File: src/rtl/core/blaf_pkg.sv
// ----------------------------------------------------------------------------
// blaf_pkg
// Types and codes shared by the link acknowledgement and flow control core.
// ----------------------------------------------------------------------------
package blaf_pkg;

    localparam logic [1:0] KIND_GOOD    = 2'd0;
    localparam logic [1:0] KIND_CRC     = 2'd1;
    localparam logic [1:0] KIND_TIMEOUT = 2'd2;
    localparam logic [1:0] KIND_SENT    = 2'd3;

    localparam logic [1:0] PDU_CTRL  = 2'd0;
    localparam logic [1:0] PDU_DATA  = 2'd1;
    localparam logic [1:0] PDU_EMPTY = 2'd2;

    localparam logic [1:0] SRC_EMPTY  = 2'd0;
    localparam logic [1:0] SRC_CTRL   = 2'd1;
    localparam logic [1:0] SRC_DATA   = 2'd2;
    localparam logic [1:0] SRC_REPEAT = 2'd3;

    localparam logic [1:0] REL_NONE = 2'd0;
    localparam logic [1:0] REL_CTRL = 2'd1;
    localparam logic [1:0] REL_DATA = 2'd2;

    localparam logic [1:0] STO_NONE = 2'd0;
    localparam logic [1:0] STO_CTRL = 2'd1;
    localparam logic [1:0] STO_DATA = 2'd2;

    localparam logic [8:0] HDR_BYTES = 9'd2;
    localparam logic [8:0] MIC_BYTES = 9'd4;

    // Members are listed from the highest bit down, so the first field of
    // the stream word sits in the lowest bits.
    typedef struct packed {
        logic       data_in_full;
        logic [2:0] ctrl_in_free;
        logic [3:0] data_out_count;
        logic       ctrl_wait;
        logic [2:0] ctrl_out_count;
        logic [7:0] rx_length;
        logic       rx_is_control;
        logic       rx_md;
        logic       rx_nesn;
        logic       rx_sn;
    } in_item_t;

    typedef struct packed {
        logic       continue_rx;
        logic       end_event;
        logic [8:0] store_bytes;
        logic [1:0] store_to;
        logic [1:0] release_last;
        logic       tx_md;
        logic       tx_nesn;
        logic       tx_sn;
        logic [1:0] tx_source;
        logic       tx_send;
    } result_t;

    typedef struct packed {
        logic       own_sn;
        logic       own_nesn;
        logic [1:0] last_pdu_kind;
        logic       peer_more_data;
    } link_state_t;

endpackage

File: src/rtl/core/ble_link_ack_flow_control_core.sv
// ----------------------------------------------------------------------------
// ble_link_ack_flow_control_core
// Peripheral-side SN/NESN acknowledgement and flow control of a connection
// event, one result request for each event request.
// ----------------------------------------------------------------------------
// Each event request is captured in an input register, decided by a short
// layer of logic against the link state, and placed in a result register, so
// a new event is taken every cycle while the output is not stalled. The
// result is held in the result register until the output side takes it; a
// stalled output holds the input register and then the input side.
// The link state (SN, NESN, last PDU kind, peer more-data) is updated in the
// same cycle that an event moves into the result register, which keeps events
// strictly in order. The encryption register is written through the cfg
// channel, which is always ready, and must only be changed while no event is
// in flight.
module ble_link_ack_flow_control_core #(
    parameter int CTRL_SLOTS    = 4,
    parameter int DATA_SLOTS    = 8,
    parameter int MAX_RX_OCTETS = 251
) (
    input  logic        clk,
    input  logic        rst_n,
    input  logic        s_tvalid,
    output logic        s_tready,
    // rx_sn, rx_nesn, rx_md, rx_is_control, rx_length[7:0], ctrl_out_count[2:0],
    // ctrl_wait, data_out_count[3:0], ctrl_in_free[2:0], data_in_full
    input  logic [23:0] s_tdata,
    // kind[1:0]
    input  logic [1:0]  s_tuser,
    output logic        m_tvalid,
    input  logic        m_tready,
    // tx_send, tx_source[1:0], tx_sn, tx_nesn, tx_md, release_last[1:0],
    // store_to[1:0], store_bytes[8:0], end_event, continue_rx, zero padding
    output logic [23:0] m_tdata,
    input  logic        cfg_valid,
    output logic        cfg_ready,
    input  logic        cfg_data
);
    import blaf_pkg::*;

    logic        in_valid_reg;
    logic [1:0]  in_kind_reg;
    in_item_t    in_item_reg;
    logic        out_valid_reg;
    result_t     res_reg;
    link_state_t state_reg;
    link_state_t state_next;
    result_t     res_next;
    logic        enc_reg;
    logic        advance;

    assign advance   = in_valid_reg && (!out_valid_reg || m_tready);
    assign s_tready  = !in_valid_reg || advance;
    assign cfg_ready = 1'b1;
    assign m_tvalid  = out_valid_reg;
    assign m_tdata   = {3'b000, res_reg};

    blaf_decide #(
        .CTRL_SLOTS   (CTRL_SLOTS),
        .DATA_SLOTS   (DATA_SLOTS),
        .MAX_RX_OCTETS(MAX_RX_OCTETS)
    ) u_decide (
        .kind         (in_kind_reg),
        .item         (in_item_reg),
        .state        (state_reg),
        .encryption_on(enc_reg),
        .result       (res_next),
        .state_next   (state_next)
    );

    always_ff @(posedge clk or negedge rst_n)
    begin
        if (!rst_n)
        begin
            in_valid_reg            <= 1'b0;
            out_valid_reg           <= 1'b0;
            enc_reg                 <= 1'b0;
            state_reg.own_sn        <= 1'b0;
            state_reg.own_nesn      <= 1'b0;
            state_reg.last_pdu_kind <= PDU_EMPTY;
            state_reg.peer_more_data <= 1'b0;
        end
        else
        begin
            if (cfg_valid && cfg_ready)
            begin
                enc_reg <= cfg_data;
            end
            if (s_tvalid && s_tready)
            begin
                in_valid_reg <= 1'b1;
            end
            else if (advance)
            begin
                in_valid_reg <= 1'b0;
            end
            if (advance)
            begin
                out_valid_reg <= 1'b1;
                state_reg     <= state_next;
            end
            else if (m_tready)
            begin
                out_valid_reg <= 1'b0;
            end
        end
    end

    always_ff @(posedge clk)
    begin
        if (s_tvalid && s_tready)
        begin
            in_kind_reg <= s_tuser;
            in_item_reg <= in_item_t'(s_tdata);
        end
        if (advance)
        begin
            res_reg <= res_next;
        end
    end

    a_good_sends: assert property (@(posedge clk) disable iff (!rst_n)
        (advance && in_kind_reg == KIND_GOOD) |=> (m_tvalid && res_reg.tx_send))
        else $error("good packet event produced no transmission");

    a_sn_only_on_good: assert property (@(posedge clk) disable iff (!rst_n)
        (!advance || in_kind_reg != KIND_GOOD) |=> $stable(state_reg.own_sn))
        else $error("SN changed without a good packet event");

    a_store_bytes: assert property (@(posedge clk) disable iff (!rst_n)
        m_tvalid |-> ((res_reg.store_to == STO_NONE) == (res_reg.store_bytes == 9'd0)))
        else $error("store target and stored byte count disagree");

    a_stall_cause: assert property (@(posedge clk) disable iff (!rst_n)
        !s_tready |-> (in_valid_reg && out_valid_reg && !m_tready))
        else $error("input stalled without a full pipeline");

endmodule

File: src/rtl/core/blaf_decide.sv
// ----------------------------------------------------------------------------
// blaf_decide
// Combinational decision for one event: acknowledgement, storage, response
// selection and the next link state.
// ----------------------------------------------------------------------------
module blaf_decide #(
    parameter int CTRL_SLOTS    = 4,
    parameter int DATA_SLOTS    = 8,
    parameter int MAX_RX_OCTETS = 251
) (
    input  logic [1:0]           kind,
    input  blaf_pkg::in_item_t   item,
    input  blaf_pkg::link_state_t state,
    input  logic                 encryption_on,
    output blaf_pkg::result_t    result,
    output blaf_pkg::link_state_t state_next
);
    import blaf_pkg::*;

    localparam logic [2:0] CTRL_CAP = (CTRL_SLOTS > 7) ? 3'd7 : 3'(CTRL_SLOTS);
    localparam logic [3:0] DATA_CAP = (DATA_SLOTS > 15) ? 4'd15 : 4'(DATA_SLOTS);
    localparam logic [7:0] MAX_LEN  = 8'(MAX_RX_OCTETS);

    logic [2:0] c_out;
    logic [3:0] d_sat;
    logic [3:0] d_out;
    logic       room;
    logic       accept;
    logic       acked;

    assign c_out  = (item.ctrl_out_count > CTRL_CAP) ? CTRL_CAP : item.ctrl_out_count;
    assign d_sat  = (item.data_out_count > DATA_CAP) ? DATA_CAP : item.data_out_count;
    assign room   = item.rx_is_control ? (item.ctrl_in_free != 3'd0) : !item.data_in_full;
    assign accept = (item.rx_sn == state.own_nesn) && room && (item.rx_length <= MAX_LEN);
    assign acked  = (item.rx_nesn != state.own_sn);
    assign d_out  = (acked && state.last_pdu_kind == PDU_DATA && d_sat != 4'd0)
                    ? d_sat - 4'd1 : d_sat;

    always_comb
    begin
        result     = '0;
        state_next = state;
        unique case (kind)
            KIND_GOOD:
            begin
                state_next.peer_more_data = item.rx_md;
                if (accept)
                begin
                    state_next.own_nesn = !state.own_nesn;
                    if (item.rx_length != 8'd0)
                    begin
                        result.store_to    = item.rx_is_control ? STO_CTRL : STO_DATA;
                        result.store_bytes = HDR_BYTES + 9'(item.rx_length)
                                             + (encryption_on ? MIC_BYTES : 9'd0);
                    end
                end
                if (acked)
                begin
                    if (state.last_pdu_kind == PDU_CTRL)
                    begin
                        result.release_last = REL_CTRL;
                    end
                    else if (state.last_pdu_kind == PDU_DATA)
                    begin
                        result.release_last = REL_DATA;
                    end
                    state_next.own_sn = !state.own_sn;
                    if (c_out != 3'd0 && !item.ctrl_wait)
                    begin
                        result.tx_source         = SRC_CTRL;
                        result.tx_md             = (c_out > 3'd1) || (d_out != 4'd0);
                        state_next.last_pdu_kind = PDU_CTRL;
                    end
                    else if (d_out != 4'd0)
                    begin
                        result.tx_source         = SRC_DATA;
                        result.tx_md             = (d_out > 4'd1);
                        state_next.last_pdu_kind = PDU_DATA;
                    end
                    else
                    begin
                        result.tx_source         = SRC_EMPTY;
                        state_next.last_pdu_kind = PDU_EMPTY;
                    end
                end
                else
                begin
                    if (state.last_pdu_kind == PDU_CTRL || state.last_pdu_kind == PDU_DATA)
                    begin
                        result.tx_source = SRC_REPEAT;
                    end
                    else
                    begin
                        result.tx_source         = SRC_EMPTY;
                        state_next.last_pdu_kind = PDU_EMPTY;
                    end
                end
                result.tx_send = 1'b1;
                result.tx_sn   = state_next.own_sn;
                result.tx_nesn = state_next.own_nesn;
            end
            KIND_SENT:
            begin
                result.continue_rx = state.peer_more_data;
                result.end_event   = !state.peer_more_data;
            end
            KIND_CRC, KIND_TIMEOUT:
            begin
                result.end_event = 1'b1;
            end
            default:
            begin
                result.end_event = 1'b1;
            end
        endcase
    end

endmodule

File: config.mk
export PLATFORM = sky130hd
export DESIGN_NAME = ble_link_ack_flow_control_core
export DESIGN_NICKNAME = d
export VERILOG_FILES = /design/src/rtl/core/blaf_pkg.sv /design/src/rtl/core/ble_link_ack_flow_control_core.sv /design/src/rtl/core/blaf_decide.sv
export SDC_FILE = /design/constraint.sdc
export NUM_CORES = 1
export LEC_CHECK = 0
export BUFFER_PORTS_ARGS = -buffer_cell sky130_fd_sc_hd__buf_4
export CAP_MARGIN = 20
export CORE_ASPECT_RATIO = 0.6
export CORE_MARGIN = 10
export CORE_UTILIZATION = 52
export CTS_CLUSTER_DIAMETER = 150
export DETAILED_ROUTE_END_ITERATION = 6
export GPL_TIMING_DRIVEN = 0
export PLACE_DENSITY = 0.81
export SLEW_MARGIN = 25
export SYNTH_ARGS = -nofsm -noshare
export SYNTH_HDL_FRONTEND = slang
export SYNTH_SLANG_ARGS = --single-unit
File: constraint.sdc
create_clock -name clk -period 2.4 [get_ports clk]
set_clock_uncertainty 0.05 [all_clocks]
set_input_delay 0.36 -clock clk [delete_from_list [all_inputs] [get_ports clk]]
set_output_delay 0.36 -clock clk [all_outputs]
set_load 0.05 [all_outputs]
==> results of run 1 <==
layer usage:
layer,wire length [µm],track usage,share of wire
met3,422,0.0518,0.098
met2,1780,0.169,0.41
met5,0,0,0
met4,19,0.0359,0.0044
met1,2090,0.151,0.48
final cells by class:
| class | instances | area share |
|---|---|---|
| Timing Repair Buffer | 55 | 0.142 |
| Clock inverter | 3 | 0.00686 |
| Sequential cell | 55 | 0.553 |
| Multi-Input combinational cell | 99 | 0.224 |
| Buffer | 5 | 0.0116 |
| Inverter | 10 | 0.0129 |
| Tap cell | 60 | 0.0257 |
| Clock buffer | 5 | 0.0236 |
report_power, final:
part	total [µW]	internal (µW)	switching, µW	leakage, µW
Sequential	1210	1150	59.2	0.000551
Clock	491	204	288	0.0000418
Combinational	471	176	295	0.000583
worst max-delay path: stages (launching register included):
cell	delay, ps
edfxtp_1	500
nand2b_1	200
ha_1	300
and3b_1	200
and4_1	230
or4_1	470
o21ai_1	130
cells in the mapped netlist:
cell      instances
o311a_1           1
ha_1              4
nor2b_1           4
and2_1            4
and3b_1           1
o32ai_1           1
nand2_1           7
fa_1              1
nor3b_1           1
and4_1            1
a211o_1           2
dfstp_2           1
or4_1             1
dfrtp_1           7
nor2_1           19
mux2i_1           2
clkbuf_1          1
nand3b_1          1
a31oi_1           1
nor4b_1           2
nor4_1            2
o21ai_0           4
and2_2            1
nor3_1            4
nand2b_1          6
or4b_2            1
mux2_2            3
nand4_1           2
o21ai_1           1
xnor2_2           1
buf_4             4
xnor2_1           5
edfxtp_1         47
o41ai_1           2
xor2_1            2
inv_1            10
a21oi_1           6
conb_1            2
o31ai_1           2
final timing paths:
| check | startpoint | end | slack [ps] |
|---|---|---|---|
| max | in_item_reg[19] | state_reg[1] | 240 |
| max in group asynchronous | rst_n | state_reg[2] | 1720 |
| max reg2reg | in_item_reg[19] | state_reg[1] | 240 |
| min reg2reg | in_item_reg[2] | state_reg[0] | 460 |
| min | s_tdata[23] | in_item_reg[23] | 180 |
| min in group asynchronous | rst_n | enc_reg | 370 |
through the flow:
stage	hold WS, ps	cells	setup WS (ps)
floorplan	14.4	169	109
global placement	134	283	81.0
detailed placement	136	283	73.9
CTS	168	292	109
global route	153	292	65.7
finish	176	292	244
cell families after synthesis:
group,Yosys count,share of synthesized area
AOI/OAI and AO/OA,20,0.0559
and+or+nand+nor,57,0.131
DFF,55,0.693
other,2,0.00323
muxes,5,0.0231
xor gates and xnor gates,8,0.0333
buffers and inverters,15,0.0306
adders and majority gates,5,0.0301
timing repair:
item                                    in CTS  in global routing
endpoints found under the hold margin        7                  0
endpoints found under the setup margin       0                  1
gates resized for setup                      0                  1
hold buffers                                 1                  0
==> reports/summary.md, run 1 <==
* **Setup Total Neg Slack** 0 ps
* **Inserted Clock Buffers** 5
* **antenna violations before repair** 0
* **critical path class** flip-flop to flip-flop
* **clock insertion delay at the later pin of the skew report** 300 ps
* **drt via density** 4.87
* **number of global-route vias before repair** 1458
* **portion of the post-synthesis area used by sequential elements** 0.693
* **antenna cell count** 0
* **gate count after technology mapping** 167
* **Mapped Area** 2330 µm²
* **top cells by area, synth** edfxtp_1 (61%), dfrtp_1 (7.5%), nor2_1 (3.1%)
* **CP Launch Type** flip-flop
* **die span in y** 71.8 µm
* **setup repair after global routing missed its margin** false
* **number of fill cells** 293
* **DP HPWL** 3.36 mm
* **share of Yosys cell area claimed by the top area cell type** 0.606
* **die outline area** 7640 µm²
* **Worst IR Drop VDD** 421 µV
* **required time of the critical path** 2580 ps
* **share of layout cells above drive strength 1** 0.319
* **global-route wire length before repair** 7.12 mm
* **biggest area consumer among synthesized cells** edfxtp_1
* **Arr. time, crit path** 2330 ps
* **Setup Viol. Count Final** 0
* **power after layout** 2170 µW
* **routability cong.** 0.801
* **endpoints failing hold** 0
* **Max Cap Violations** 0
* **number of port buffers** 54
* **final slew viol count** 0
* **most common library cell in the layout ignoring fill and taps** buf_4
* **clock-pin slew on the worst setup and hold paths** 90 ps
* **power per standard cell area** 743 nW/µm²
* **area growth from synthesis to layout** 25.3%
* **maximum operating frequency** 464 MHz
* **drt initial violations** 44
* **GRT Overall Usage** 0.116
* **maximum fanout count along the critical path** 8
* **Sink Count** 55
* **final worst path period share** 0.898
* **Placed Area** 2820 µm²
* **Clock Tree Root** clkbuf_8
* **transition time of the tightest slew-check pin** 586 ps
* **final routed wire length divided by cell count** 14.8 µm
* **TritonCTS clock tree** built
* **area used by multi-input combinational logic** 654 µm²
* **number of antenna-violating nets in the routed design** 0
* **Max clock buf depth** 2
* **global-route congestion overflow total** 0
* **final standard cell area without fillers** 2920 µm²
* **die width** 106 µm
* **flip-flop and latch count after synthesis** 55
* **maximum number of pins on one net before global-route repair** 27
* **Routed WL** 4.32 mm
* **FF-to-FF path depth** 6
* **post-synth cell types** 39
* **hold depth** 1
* **most frequent cells in the layout** buf_4 (58), edfxtp_1 (47), nor2_1 (19)
* **number of warnings printed during yosys synthesis** 0
* **area of the core** 4210 µm²
* **DR vias** 1421
* **max reg flops** 24
* **first-pass detailed-route iteration total** 5
* **Worst slew margin** 0.610
* **Pleak** 0.00118 µW
* **# Post-CTS Setup Buffers** 0
* **combined flip-flop and latch cell area** 1610 µm²
* **site row count** 18
* **worst min-delay path class** input port to flip-flop
* **DRC errors left** 0
* **CTS H-tree lvls** 2
* **number of placed I/O pins** 59
* **Starting Density** 0.553
* **total number of nets in the final design** 268
* **Critical Path Sink Type** flip-flop
* **Mean Syn Cell Area** 13.9 µm²
* **minimum period implied by the final worst setup slack** 2160 ps
* **fin util** 0.693
* **outcome** finished, final reports clean
Note: power is estimated with default switching activity, not from simulation.
==> run 2: changes to the inputs <==
--- a/config.mk
+++ b/config.mk
@@ -12,7 +12,6 @@
 export CORE_UTILIZATION = 52
 export CTS_CLUSTER_DIAMETER = 150
 export DETAILED_ROUTE_END_ITERATION = 6
-export GPL_TIMING_DRIVEN = 0
 export PLACE_DENSITY = 0.81
 export SLEW_MARGIN = 25
 export SYNTH_ARGS = -nofsm -noshare
==> run 2 against run 1 <==
Maximum frequency up 0.84%. Global-route usage shrank 0.42 points. Cell count decreased by 1.0%. Worst setup slack better by 18 ps. Combinational power hardly changed. Register-to-register slack better by 20 ps. Non-clock buffer count down 3. Utilization decreased by 0.68 points. Critical path depth is the same. Largest power group unchanged. Highest routed layer unchanged.
==> reports/summary.md, run 2 (synthesized netlist as in run 1, its figures left out) <==
* **outcome** finished, final reports clean
* **number of fill cells** 301
* **antenna cell count** 0
* **Pleak** 0.00116 µW
* **final worst path period share** 0.891
* **r2r setup slk** 260 ps
* **maximum fanout count along the critical path** 8
* **most common library cell in the layout ignoring fill and taps** buf_4
* **Sink Count** 55
* **final slew viol count** 0
* **site row count** 18
* **clock insertion delay at the later pin of the skew report** 300 ps
* **most frequent cells in the layout** buf_4 (56), edfxtp_1 (47), nor2_1 (19)
* **Max clock buf depth** 2
* **global-route congestion overflow total** 0
* **DR vias** 1449
* **GRT Overall Usage** 0.112
* **max reg flops** 24
* **CP Launch Type** flip-flop
* **drt initial violations** 103
* **Max Cap Violations** 0
* **start point of the critical path** in_item_reg[19]
* **CTS H-tree lvls** 2
* **endpoints failing hold** 0
* **final routed wire length divided by cell count** 14.5 µm
* **Routed WL** 4.20 mm
* **FF-to-FF path depth** 6
* **minimum period implied by the final worst setup slack** 2140 ps
* **combined flip-flop and latch cell area** 1610 µm²
* **wire length on met2** 1.70 mm
* **area growth from synthesis to layout** 24.1%
* **Worst IR Drop VDD** 395 µV
* **Critical Path End** state_reg[1]
* **antenna violations before repair** 0
* **DRC errors left** 0
* **maximum number of pins on one net before global-route repair** 27
* **number of global-route vias before repair** 1414
* **Min-Delay Startpoint** s_tdata[21]
* **Critical Path Sink Type** flip-flop
* **global-route wire length before repair** 6.87 mm
* **area of the core** 4210 µm²
* **R2R Path Start** in_item_reg[19]
* **DP HPWL** 3.25 mm
* **total number of nets in the final design** 265
* **worst min-delay path class** input port to flip-flop
* **TritonCTS clock tree** built
* **wire length on met3** 424 µm
* **required time of the critical path** 2580 ps
* **routed length on met1** 2.03 mm
* **first-pass detailed-route iteration total** 4
* **drt via density** 5.01
* **die outline area** 7640 µm²
* **number of antenna-violating nets in the routed design** 0
* **critical path class** flip-flop to flip-flop
* **die span in y** 71.8 µm
* **Placed Area** 2800 µm²
* **Arr. time, crit path** 2320 ps
* **final standard cell area without fillers** 2890 µm²
* **Setup Viol. Count Final** 0
* **Highest Signal Layer** met4
* **share of layout cells above drive strength 1** 0.301
* **post-layout instance count excluding filler cells** 289
* **# Post-CTS Setup Buffers** 0
* **area used by multi-input combinational logic** 652 µm²
* **Setup Total Neg Slack** 0 ps
* **clock-pin slew on the worst setup and hold paths** 90 ps
* **number of port buffers** 54
* **power per standard cell area** 741 nW/µm²
* **R2R Path End** state_reg[1]
* **number of cells after detailed placement** 280
* **number of placed I/O pins** 59
* **Clock Tree Root** clkbuf_8
* **Starting Density** 0.553
* **Inserted Clock Buffers** 5
* **die width** 106 µm
* **routability cong.** 0.864
* **maximum operating frequency** 468 MHz
* **setup repair after global routing missed its margin** false
run 2: cell count changes in the layout (fill, tap and decap cells not counted), sizes merged:
cell      before  now
buf           58   56
clkinvlp       1    0
run 2: worst min-delay path by stage:
stage                            endpoint  slack [ps]  cells after the start
after global routing      in_item_reg[11]         160                      1
after detailed placement     state_reg[1]         140                      1
final                     in_item_reg[21]         180                      1
after CTS                 in_item_reg[21]         170                      1
after floorplan                   enc_reg          10                      0
after global placement       state_reg[1]         140                      1
run 2: metrics by stage:
stage	setup WS (ps)	utilization	hold slack, ps	total power [µW]
2_1_floorplan	109	-	14.4	1550
3_3_place_gp	352	0.664	138	1680
3_5_place_dp	282	0.664	139	1690
4_1_cts	280	0.686	172	2160
5_1_grt	154	0.686	158	2250
6_report	262	0.686	182	2140
run 2: repair_timing:
| item | in CTS | in global routing |
|---|---|---|
| gates resized for setup | 0 | 0 |
| endpoints found under the hold margin | 7 | 0 |
| setup endpoints to repair | 0 | 0 |
| hold buffers | 1 | 0 |
run 2: cell type report:
class	instances	area share
Inverter	10	0.0130
Sequential cell	55	0.558
Clock buffer	6	0.0251
Multi-Input combinational cell	99	0.226
Clock inverter	2	0.00303
Timing Repair Buffer	57	0.149
Tap cell	60	0.0260
run 2: worst max-delay path, cell delays in order, from the launching register on:
cell and delay [ps]:
edfxtp_1 490, nand2b_1 220, ha_1 290, and3b_1 210
and4_1 230, or4_1 460, o21ai_1 120
run 2: power breakdown:
group | internal [µW] | switching (µW)
clock network | 201 | 263
registers | 1150 | 56.3
logic | 174 | 299
run 2: per-layer routing:
metal | global-route usage | vias up
met1 | 0.150 | 644
met5 | 0 | -
met2 | 0.155 | 78
met3 | 0.0473 | 7
met4 | 0.0448 | 0
li1 | - | 720
